==> src/rtl/mfd_pkg.sv <==
package mfd_pkg;

  // field widths of the channel words
  localparam int unsigned BYTE_W = 8;
  localparam int unsigned POS_W  = 9;
  localparam int unsigned SLOT_W = 4;

  // defaults for the top-level parameters
  localparam int unsigned NUM_SLOTS_DEF = 10;
  localparam int unsigned MAX_FRAME_DEF = 280;

  // request codes
  localparam logic REQ_BYTE    = 1'b0;
  localparam logic REQ_RELEASE = 1'b1;

  // protocol constants
  localparam logic [BYTE_W-1:0] STX_V1        = 8'hFE;
  localparam logic [BYTE_W-1:0] STX_V2        = 8'hFD;
  localparam logic [BYTE_W-1:0] INCOMPAT_SIGN = 8'h01;

  // framing overhead in bytes
  localparam logic [9:0] OVH_V1        = 10'd8;
  localparam logic [9:0] OVH_V2        = 10'd12;
  localparam logic [9:0] OVH_V2_SIGNED = 10'd25;

  // byte positions of the length and flags fields, and the first position that can close a frame
  localparam logic [POS_W-1:0] POS_LEN   = 9'd1;
  localparam logic [POS_W-1:0] POS_FLAGS = 9'd2;
  localparam logic [POS_W-1:0] POS_BODY  = 9'd3;

  typedef struct packed {
    logic              alloc;
    logic              release_en;
    logic [SLOT_W-1:0] release_slot;
  } alloc_req_t;

  typedef struct packed {
    logic [SLOT_W-1:0] slot;
    logic              overwritten;
  } alloc_rsp_t;

endpackage

==> src/rtl/mfd_if.sv <==
interface mfd_in_if;
  logic                        valid;
  logic                        ready;
  logic                        req_type;
  logic [mfd_pkg::BYTE_W-1:0]  data_byte;
  logic [mfd_pkg::SLOT_W-1:0]  release_slot;

  modport source (output valid, output req_type, output data_byte, output release_slot,
                  input ready);
  modport sink   (input valid, input req_type, input data_byte, input release_slot,
                  output ready);
endinterface

interface mfd_out_if;
  logic                        valid;
  logic                        ready;
  logic [mfd_pkg::BYTE_W-1:0]  frame_byte;
  logic [mfd_pkg::POS_W-1:0]   byte_position;
  logic                        last_byte;
  logic [mfd_pkg::SLOT_W-1:0]  slot;
  logic                        slot_overwritten;

  modport source (output valid, output frame_byte, output byte_position,
                  output last_byte, output slot, output slot_overwritten,
                  input ready);
  modport sink   (input valid, input frame_byte, input byte_position,
                  input last_byte, input slot, input slot_overwritten,
                  output ready);
endinterface

==> src/rtl/mfd_slot_alloc.sv <==
module mfd_slot_alloc #(
  parameter int unsigned NUM_SLOTS = mfd_pkg::NUM_SLOTS_DEF
) (
  input  logic                clk,
  input  logic                rst,
  input  mfd_pkg::alloc_req_t req,
  output mfd_pkg::alloc_rsp_t rsp
);

  logic [NUM_SLOTS-1:0] slot_busy;
  logic [NUM_SLOTS-1:0] slot_busy_next;
  logic [NUM_SLOTS-1:0] pick_mask;
  logic                 found;

  // lowest free slot; last slot when the map is full
  always_comb begin
    found     = 1'b0;
    pick_mask = '0;
    rsp.slot  = mfd_pkg::SLOT_W'(NUM_SLOTS - 1);
    for (int i = 0; i < NUM_SLOTS; i++) begin
      if (!found && !slot_busy[i]) begin
        found        = 1'b1;
        pick_mask[i] = 1'b1;
        rsp.slot     = mfd_pkg::SLOT_W'(i);
      end
    end
    if (!found) begin
      pick_mask[NUM_SLOTS-1] = 1'b1;
    end
    rsp.overwritten = !found;
  end

  always_comb begin
    slot_busy_next = slot_busy;
    if (req.alloc) begin
      slot_busy_next = slot_busy | pick_mask;
    end
    if (req.release_en) begin
      for (int i = 0; i < NUM_SLOTS; i++) begin
        if (32'(req.release_slot) == i) begin
          slot_busy_next[i] = 1'b0;
        end
      end
    end
  end

  always_ff @(posedge clk) begin
    if (rst) begin
      slot_busy <= '0;
    end else begin
      slot_busy <= slot_busy_next;
    end
  end

endmodule

==> src/rtl/mavlink_frame_deframer.sv <==
// A frame byte is registered and shows on the output in the cycle after it is accepted.
// Throughput: one word per cycle; a word is taken whenever the output register
//   is empty or is being drained in the same cycle.
// Release words and stray bytes outside a frame produce no output word.
// Reset (rst, synchronous, active high): idle, position 0, all slots free,
//   output register empty.
module mavlink_frame_deframer #(
  parameter int unsigned NUM_SLOTS = mfd_pkg::NUM_SLOTS_DEF,
  parameter int unsigned MAX_FRAME = mfd_pkg::MAX_FRAME_DEF
) (
  input logic      clk,
  input logic      rst,
  mfd_in_if.sink   inp,
  mfd_out_if.source outp
);

  // framing state
  logic                         in_frame,    in_frame_next;
  logic [mfd_pkg::POS_W-1:0]    position,    position_next;
  logic [mfd_pkg::POS_W-1:0]    frame_total, frame_total_next;
  logic                         is_v2,       is_v2_next;
  logic [mfd_pkg::BYTE_W-1:0]   payload_len, payload_len_next;

  logic                         accept;
  logic                         emit;
  logic                         last;
  logic [mfd_pkg::POS_W-1:0]    pos_out;
  logic [9:0]                   total_raw;
  logic [9:0]                   total_cap;
  logic [9:0]                   pos_plus1;
  logic                         is_byte;
  logic                         is_stx;

  mfd_pkg::alloc_req_t          alloc_req;
  mfd_pkg::alloc_rsp_t          alloc_rsp;

  // output register frees the input side as soon as it drains
  assign inp.ready = !outp.valid || outp.ready;
  assign accept    = inp.valid && inp.ready;

  assign is_byte = (inp.req_type == mfd_pkg::REQ_BYTE);
  assign is_stx  = (inp.data_byte == mfd_pkg::STX_V1) || (inp.data_byte == mfd_pkg::STX_V2);

  // total length from the payload length (byte 1) and the incompat flags (byte 2)
  always_comb begin
    if (!is_v2) begin
      total_raw = 10'(payload_len) + mfd_pkg::OVH_V1;
    end else if ((inp.data_byte & mfd_pkg::INCOMPAT_SIGN) != '0) begin
      total_raw = 10'(payload_len) + mfd_pkg::OVH_V2_SIGNED;
    end else begin
      total_raw = 10'(payload_len) + mfd_pkg::OVH_V2;
    end
    total_cap = (total_raw > 10'(MAX_FRAME)) ? 10'(MAX_FRAME) : total_raw;
  end

  assign pos_plus1 = 10'(position) + 10'd1;

  always_comb begin
    in_frame_next    = in_frame;
    position_next    = position;
    frame_total_next = frame_total;
    is_v2_next       = is_v2;
    payload_len_next = payload_len;
    emit             = 1'b0;
    last             = 1'b0;
    pos_out          = position;

    if (is_byte) begin
      if (!in_frame) begin
        // hunt for a start byte, drop anything else
        if (is_stx) begin
          emit          = 1'b1;
          in_frame_next = 1'b1;
          is_v2_next    = (inp.data_byte == mfd_pkg::STX_V2);
          position_next = 9'd1;
          pos_out       = '0;
        end
      end else begin
        emit = 1'b1;
        if (position == mfd_pkg::POS_LEN) begin
          payload_len_next = inp.data_byte;
        end else if (position == mfd_pkg::POS_FLAGS) begin
          frame_total_next = total_cap[mfd_pkg::POS_W-1:0];
        end else if (position >= mfd_pkg::POS_BODY && pos_plus1 >= 10'(frame_total)) begin
          last = 1'b1;
        end
        if (last) begin
          in_frame_next = 1'b0;
          position_next = '0;
        end else begin
          position_next = pos_plus1[mfd_pkg::POS_W-1:0];
        end
      end
    end
  end

  // slot map: allocate on the closing byte, free on a release word
  always_comb begin
    alloc_req.alloc        = accept && last;
    alloc_req.release_en   = accept && (inp.req_type == mfd_pkg::REQ_RELEASE);
    alloc_req.release_slot = inp.release_slot;
  end

  mfd_slot_alloc #(
    .NUM_SLOTS (NUM_SLOTS)
  ) u_slot_alloc (
    .clk (clk),
    .rst (rst),
    .req (alloc_req),
    .rsp (alloc_rsp)
  );

  always_ff @(posedge clk) begin
    if (rst) begin
      in_frame    <= 1'b0;
      position    <= '0;
      frame_total <= '0;
      is_v2       <= 1'b0;
      payload_len <= '0;
    end else if (accept) begin
      in_frame    <= in_frame_next;
      position    <= position_next;
      frame_total <= frame_total_next;
      is_v2       <= is_v2_next;
      payload_len <= payload_len_next;
    end
  end

  // result register
  always_ff @(posedge clk) begin
    if (rst) begin
      outp.valid <= 1'b0;
    end else if (inp.ready) begin
      outp.valid <= accept && emit;
    end
  end

  always_ff @(posedge clk) begin
    if (accept && emit) begin
      outp.frame_byte       <= inp.data_byte;
      outp.byte_position    <= pos_out;
      outp.last_byte        <= last;
      outp.slot             <= last ? alloc_rsp.slot : '0;
      outp.slot_overwritten <= last && alloc_rsp.overwritten;
    end
  end

  // a frame never closes before its header is in
  a_last_after_header: assert property (@(posedge clk) disable iff (rst)
    outp.valid && outp.last_byte |-> outp.byte_position >= mfd_pkg::POS_BODY)
    else $error("frame closed inside header");

  // slot fields stay zero on bytes that do not close a frame
  a_slot_only_on_last: assert property (@(posedge clk) disable iff (rst)
    outp.valid && !outp.last_byte |-> outp.slot == '0 && !outp.slot_overwritten)
    else $error("slot reported on non-closing byte");

  // an overwrite always reuses the last slot
  a_overwrite_last_slot: assert property (@(posedge clk) disable iff (rst)
    outp.valid && outp.slot_overwritten |-> outp.slot == mfd_pkg::SLOT_W'(NUM_SLOTS - 1))
    else $error("overwrite on wrong slot");

  // position zero is always a start byte
  a_pos0_is_stx: assert property (@(posedge clk) disable iff (rst)
    outp.valid && outp.byte_position == '0 |->
      outp.frame_byte == mfd_pkg::STX_V1 || outp.frame_byte == mfd_pkg::STX_V2)
    else $error("frame opened without start byte");

  // idle hunter keeps the position counter cleared
  a_idle_pos_zero: assert property (@(posedge clk) disable iff (rst)
    !in_frame |-> position == '0)
    else $error("position nonzero while idle");

endmodule

==> src/flat_wrapper.sv <==
// flat-port wrapper written by rule: the top's interface ports become plain ports
module mavlink_frame_deframer_flat 
#(
  parameter int unsigned NUM_SLOTS = mfd_pkg::NUM_SLOTS_DEF,
  parameter int unsigned MAX_FRAME = mfd_pkg::MAX_FRAME_DEF
)
  (clk, rst, inp_valid, inp_req_type, inp_data_byte, inp_release_slot, inp_ready, outp_valid, outp_frame_byte, outp_byte_position, outp_last_byte, outp_slot, outp_slot_overwritten, outp_ready);
  mfd_in_if inp_i ();
  mfd_out_if outp_i ();
  input logic clk;
  input logic rst;
  input wire logic [$bits(inp_i.valid)-1:0] inp_valid;
  input wire logic [$bits(inp_i.req_type)-1:0] inp_req_type;
  input wire logic [$bits(inp_i.data_byte)-1:0] inp_data_byte;
  input wire logic [$bits(inp_i.release_slot)-1:0] inp_release_slot;
  output wire logic [$bits(inp_i.ready)-1:0] inp_ready;
  output wire logic [$bits(outp_i.valid)-1:0] outp_valid;
  output wire logic [$bits(outp_i.frame_byte)-1:0] outp_frame_byte;
  output wire logic [$bits(outp_i.byte_position)-1:0] outp_byte_position;
  output wire logic [$bits(outp_i.last_byte)-1:0] outp_last_byte;
  output wire logic [$bits(outp_i.slot)-1:0] outp_slot;
  output wire logic [$bits(outp_i.slot_overwritten)-1:0] outp_slot_overwritten;
  input wire logic [$bits(outp_i.ready)-1:0] outp_ready;
  assign inp_i.valid = inp_valid;
  assign inp_i.req_type = inp_req_type;
  assign inp_i.data_byte = inp_data_byte;
  assign inp_i.release_slot = inp_release_slot;
  assign inp_ready = inp_i.ready;
  assign outp_valid = outp_i.valid;
  assign outp_frame_byte = outp_i.frame_byte;
  assign outp_byte_position = outp_i.byte_position;
  assign outp_last_byte = outp_i.last_byte;
  assign outp_slot = outp_i.slot;
  assign outp_slot_overwritten = outp_i.slot_overwritten;
  assign outp_i.ready = outp_ready;
  mavlink_frame_deframer #(.NUM_SLOTS(NUM_SLOTS), .MAX_FRAME(MAX_FRAME)) u_core (.clk(clk), .rst(rst), .inp(inp_i), .outp(outp_i));
endmodule
==> config.mk <==
export PLATFORM = sky130hd
export DESIGN_NAME = mavlink_frame_deframer_flat
export DESIGN_NICKNAME = d
export VERILOG_FILES = /design/src/rtl/mfd_pkg.sv /design/src/rtl/mfd_if.sv /design/src/rtl/mfd_slot_alloc.sv /design/src/rtl/mavlink_frame_deframer.sv /design/src/flat_wrapper.sv
export SDC_FILE = /design/constraint.sdc
export NUM_CORES = 1
export LEC_CHECK = 0
export BUFFER_PORTS_ARGS = -buffer_cell sky130_fd_sc_hd__buf_2
export CORE_ASPECT_RATIO = 1.4
export CORE_UTILIZATION = 40
export CTS_CLUSTER_DIAMETER = 100
export DETAILED_ROUTE_END_ITERATION = 10
export PLACE_DENSITY = 0.59
export SLEW_MARGIN = 20
export SYNTH_ARGS = -nofsm -noshare
export SYNTH_HDL_FRONTEND = slang
export SYNTH_SLANG_ARGS = --single-unit
export TNS_END_PERCENT = 20
==> constraint.sdc <==
create_clock -name clk -period 4 [get_ports clk]
set_input_delay 0.4 -clock clk [delete_from_list [all_inputs] [get_ports clk]]
set_output_delay 0.4 -clock clk [all_outputs]
set_load 0.1 [all_outputs]
[Yosys cells after proc, flatten, opt, wreduce, memory -nomap -nowiden]
Index checks and enable logic that the tools add are counted.
Storage, ports and cells
  bits in registers: 62
  input bits: 17
  logic and storage cells: 145
Operators by class
  add/sub/neg operators: 4
  $lt $le $gt $ge: 3
  equal/unequal tests: 13
  mux-type cells: 63
  bitwise operators: 5
  reductions and logical operators: 44
Operator list (count)
  $mux 9: 9
  $mux 1: 42
  $mux 4: 10
  $mux 10: 2
  $logic_not 1->1: 19
  $add 8x4->9 const B: 2
  $eq 4x3->1 const B: 4
  $eq 8x8->1 const B: 2
  $logic_and 1x1->1: 15
  $add 9x1->10 const B: 1
  $ge 10x9->1: 1
  $gt 10x9->1 const B: 1
  $or 10x10->10: 1
  $add 8x5->9 const B: 1
  $eq 9x1->1 const B: 1
  $eq 9x2->1 const B: 1
  $ge 9x2->1 const B: 1
  $eq 4x2->1 const B: 2
  $eq 4x4->1 const B: 2
  $reduce_and 4->1: 2
  $reduce_and 5->1: 1
  $eq 4x1->1 const B: 1
  $logic_not 4->1: 1
  $not 1->1: 4
  5 further kinds: 6

[Logic depth before layout (Yosys ltp)]
  word-level depth: 32
  gate-level depth with buffers: 12
  gate-level depth less buffers: 12

[Cells and area by module]
Synthesis repeated with hierarchy kept, for this count alone.
Second synthesis, totals
  cells, all modules: 335
  area, all modules: 3250.6 um2
By module, submodules not included
  mavlink_frame_deframer: times used 1, cells each 277, area each 2756.4 um2, seq. area each 1271.2 um2
  mfd_slot_alloc: times used 1, cells each 58, area each 494.2 um2, seq. area each 200.2 um2

[Worst setup path after synthesis]
Ideal clock, no wire load.
  path kind: register -> register
  start point: register u_core.outp.valid
  end point: register u_core.position[1] (netlist bit)
  setup time: 95 ps
  data arrival time: 3410 ps
  path slack: 495 ps
  stages on the path, launching flop included: 9
  path buffers: 3
  period minus slack after synthesis: 3505 ps
  path through: dfxtp_1 -> nand2b_1 -> and2_1 -> clkbuf_1 -> o21ai_2 -> buf_2 -> buf_2 -> inv_1 -> o32ai_1
Between the ends
  word-level cells in the longest chain between the ends: 4
RTL lines
  start, declared: RTL line mfd_if.sv:23  | modport source (output valid, output frame_byte, output byte_position,
  start signal, assigned: RTL line mavlink_frame_deframer.sv:134  | outp.valid <= accept && emit;
  $logic_not 1->1: RTL line mavlink_frame_deframer.sv:38  | assign inp.ready = !outp.valid || outp.ready;
  $logic_or 1x1->1: RTL line mavlink_frame_deframer.sv:38
  via inp_ready: RTL line flat_wrapper.sv:16  | output wire logic [$bits(inp_i.ready)-1:0] inp_ready;
  $logic_and 1x1->1: RTL line mavlink_frame_deframer.sv:39  | assign accept = inp.valid && inp.ready;
  $reduce_and 3->1 (no source line)
  end signal, assigned: RTL line mavlink_frame_deframer.sv:122  | position <= position_next;
  end, declared: RTL line mavlink_frame_deframer.sv:19  | logic [mfd_pkg::POS_W-1:0] position, position_next;
The timed path passes the listed nets, and every way through them passes these cells.
A chain may end at the register's enable or synchronous reset.

[Final worst setup path]
  start point: register u_core.position[0] (netlist bit)
  end point: register u_core.outp.slot[0], data pin
Between the ends
  word-level cells in the longest chain between the ends: 10
RTL lines
  $add 9x1->10: RTL line mavlink_frame_deframer.sv:56  | assign pos_plus1 = 10'(position) + 10'd1;
  $ge 10x9->1: RTL line mavlink_frame_deframer.sv:84  | end else if (position >= mfd_pkg::POS_BODY && pos_plus1 >= 10'(frame_total)) begin
  $logic_and 1x1->1: RTL line mavlink_frame_deframer.sv:84
  $mux 1: RTL line mavlink_frame_deframer.sv:84
  $mux 1: RTL line mavlink_frame_deframer.sv:82  | end else if (position == mfd_pkg::POS_FLAGS) begin
  $mux 1 (*): RTL line mavlink_frame_deframer.sv:80  | if (position == mfd_pkg::POS_LEN) begin
  $mux 1 (*): RTL line mavlink_frame_deframer.sv:69  | if (!in_frame) begin
  $mux 1 (*): RTL line mavlink_frame_deframer.sv:68  | if (is_byte) begin
  $mux 1 (*): RTL line mavlink_frame_deframer.sv:69
  $mux 1 (*): RTL line mavlink_frame_deframer.sv:68
  end, declared: RTL line mfd_if.sv:24  | output last_byte, output slot, output slot_overwritten,
Every way passes the cells marked *; elsewhere a longest branch is shown, timed or not. The select of a mux whose other input is x is not followed.

==> impl_results.md <==
* Largest net degree at the start of global routing at 39
* Die Y at 112 um
* Max frequency at 301 MHz
* Post-Route WL at 7.54 mm
* Hold_ws at 0.271 ns
* Clk Tree Root Cell: clkbuf_16
* Top_reg_cell synth: dfxtp_1
* Syn Inst Count at 375
* Total power at 1.51 mW
* Via density at 5.53
* Seq pwr share at 43.1%
* Hold_buf cts at 0
* Vias in the first global route at 2674
* Initial antenna violation count at 0
* Setup Skew at 0.00704 ns
* Drt drc at 0
* Core footprint at 8250 sq um
* Worst-margin pin slew at 0.999 ns
* Resized cells post-CTS at 0
* HP Class: input pin to flop
* Crit path DAT at 3.37 ns
* Initial Util at 41.6%
* Inserted Clock Buffers at 9
* Syn Area/Cell at 9.15 sq um
* H-tree levels at 3
* Final worst-path cycle share at 83.1%
* Comb pwr share at 2.5%
* Clock Latency Late Sink at 0.33 ns
* CP max FO at 9
* Cell area after synthesis at 3430 sq um
* CTS clk-pin slew, worst paths at 0.05 ns
* Number of failing setup endpoints in the final timing report at 0
* P&R area growth vs syn at 17.2%
* Worst-path cell chain: ha_1 > nand3_1 > nor2_1 > nand2_1 > xor2_1 > inv_1 > ha_1 > nand2_1 > o21ai_0 > a221o_1 > o21ai_0 > a2111oi_0
* Row count at 39
* I/O Buffers at 41
* Iteration-0 DRC Markers at 153
* Setup tns final at 0 ns
* Critical path type: flop to flop
* Share of layout cells above drive strength 1 at 15.8%
* Yosys warning count at 0
* P per Cell Area at 376 nW/um^2
* Initial DRT Pass Iterations at 4
* CP Buf/Inv Count at 1
* Sw Ratio at 20.2%
* GRT Total Usage at 18.6%
* Final Hold Viols at 0
* Critical Path End Type: flop
* Sequential cell area fraction in the yosys report at 42.9%
* Post-synth EDFFs at 23
* Startpoint types: flop
* CTS max path bufs at 2
* Die X at 80.3 um
* Slowest stage delay, CP at 0.55 ns
* Number of buffers added for setup after CTS at 0
* Placer Congestion at 0.844
* Vias at 2869
* Number of distinct library cells after synthesis at 55
* CTS tree: yes
* Die Footprint at 8960 sq um
* Fin crit period at 3.32 ns
* GRT Residual Overflow at 0
* WL per Instance at 14.5 um
* Clock Power Share at 54.3%
* Slowest stage cell, crit path: o21ai_0
* Fin nets at 448
* First-pass GRT wire length at 12.7 mm
* Antenna diode count at 0
* Slew headroom at 33.3%
* Hpwl dp at 5.47 mm
* WP data required at 4.05 ns
* Max-slew violations at 0
* Leading area contributor after synthesis: dfxtp_1
* Net count of the mapped netlist at 411
* Net Sw Power at 306 uW
* IO Pins at 42
* LEAKAGE at 1.49 nW
* Async SR Flop Fraction at 0%
* Final Util at 48.7%
* Top cell type's share of synthesized area at 22.8%
* Commonest non-fill, non-tap cell in the layout: buf_2
* Delay-heaviest family, CP: compound AO/OA/AOI/OAI gates
* Total of max-cap violations at 0
* Ranking of synthesized cells by area: dfxtp_1, edfxtp_1, ha_1
* Synthesized flop and latch total at 62
* Status: finished, final reports clean
* Commonest cells after routing, fill and taps aside: buf_2, dfxtp_1, inv_1
* Max IR drop VDD at 0.233 mV
* CTS sink count at 62
* RSZ-0062 raised after global routing: false
* Final ANT Viol Nets at 0
* Pint at 1.21 mW
registers in the layout (all words and copies together), names as in the netlist:
name and count:
u_core.u_slot_alloc.slot_busy 10, u_core.frame_total 9, u_core.outp.byte_position 9, u_core.position 9, u_core.outp.frame_byte 8, u_core.payload_len 8, u_core.outp.slot 4, u_core.in_frame 1
u_core.is_v2 1, u_core.outp.last_byte 1, u_core.outp.slot_overwritten 1, u_core.outp.valid 1
cells in the mapped netlist, types with 2 or more instances:
cell type  instances
nand2_1           24
o31ai_1            3
nor2b_1            4
o41ai_1            2
inv_1             32
ha_1              19
or3_1              9
nand2b_1           5
o2111ai_1          2
nand4_1            4
a2111oi_0          5
xor2_1             4
or4_1              3
a221oi_1           9
and3_1             2
dfxtp_1           39
xnor2_1            8
o31a_1             3
nor4_1             5
clkbuf_1           9
a21oi_1           23
and2_1             9
nor3_1            11
mux2i_1           10
nand3b_1           3
a311oi_1           2
nor2_1            31
o211ai_1           6
nand3_1           18
o21ai_0           16
buf_2              8
edfxtp_1          23
o311ai_1           2
routing by layer:
layer | up-vias | GRT usage [%] | part of all wire, %
li1 | 1453 | - | -
met1 | 1336 | 22.7 | 44
met2 | 65 | 29.7 | 48
met3 | 15 | 3.36 | 4.0
met4 | 0 | 12.0 | 4.0
met5 | - | 0 | 0
area by class of cell:
type	count	area, sq um
multi-input combinational	263	1760
tap	102	128
timing repair buffer	43	220
clock buffer	10	229
clock inverter	6	86.3
fill	801	4230
inverter	33	124
sequential	62	1470
power by group through the flow:
stage | combinational, mW | sequential, mW | clock [mW]
detailed placement | 0.0385 | 0.665 | 0
floorplan | 0.0179 | 0.667 | 0
CTS | 0.0386 | 0.652 | 0.839
finish | 0.0385 | 0.652 | 0.821
global placement | 0.0384 | 0.665 | 0
global route | 0.0418 | 0.652 | 0.860
per-stage QoR:
step / cell area [sq um] / worst slack [ns] / instances
5_1_grt: 4020 / 0.326 / 519
6_report: 4020 / 0.675 / 519
3_5_place_dp: 3700 / 0.649 / 503
2_1_floorplan: 3430 / 0.495 / 375
3_3_place_gp: 3700 / 0.816 / 503
4_1_cts: 4020 / 0.610 / 519
logic make-up after synthesis:
| logic type | synth area share [%] |
|---|---|
| adder cells (fa/ha/maj) | 6.93 |
| AND/OR/NAND/NOR | 20.8 |
| XOR/XNOR | 3.06 |
| flip-flops | 42.9 |
| multiplexers | 3.25 |
| buffers and inverters | 5.76 |
| AO/OA/AOI/OAI | 17.3 |
worst reg2reg max path, cell delays in order (launching register included):
cell       delay (ns)
dfxtp_1          0.48
ha_1             0.28
nand3_1          0.18
nor2_1           0.16
nand2_1          0.08
xor2_1           0.19
inv_1            0.07
ha_1             0.26
nand2_1          0.07
o21ai_0          0.07
a221o_1          0.47
o21ai_0          0.55
a2111oi_0        0.16
final timing paths:
kind | startpoint | end | slack, ns | depth (start not counted)
min | inp_data_byte[3] | u_core.outp.frame_byte[3]$_DFFE_PP_ | 0.27 | 1
max reg2reg | u_core.position[0]$_SDFFE_PP0P_ | u_core.outp.slot[0]$_SDFFCE_PP0P_ | 0.68 | 12
min reg2reg | u_core.frame_total[5]$_SDFFE_PP0P_ | u_core.frame_total[5]$_SDFFE_PP0P_ | 0.45 | 2
max | u_core.position[0]$_SDFFE_PP0P_ | u_core.outp.slot[0]$_SDFFCE_PP0P_ | 0.68 | 12
Power figures use the tool's default switching activity.
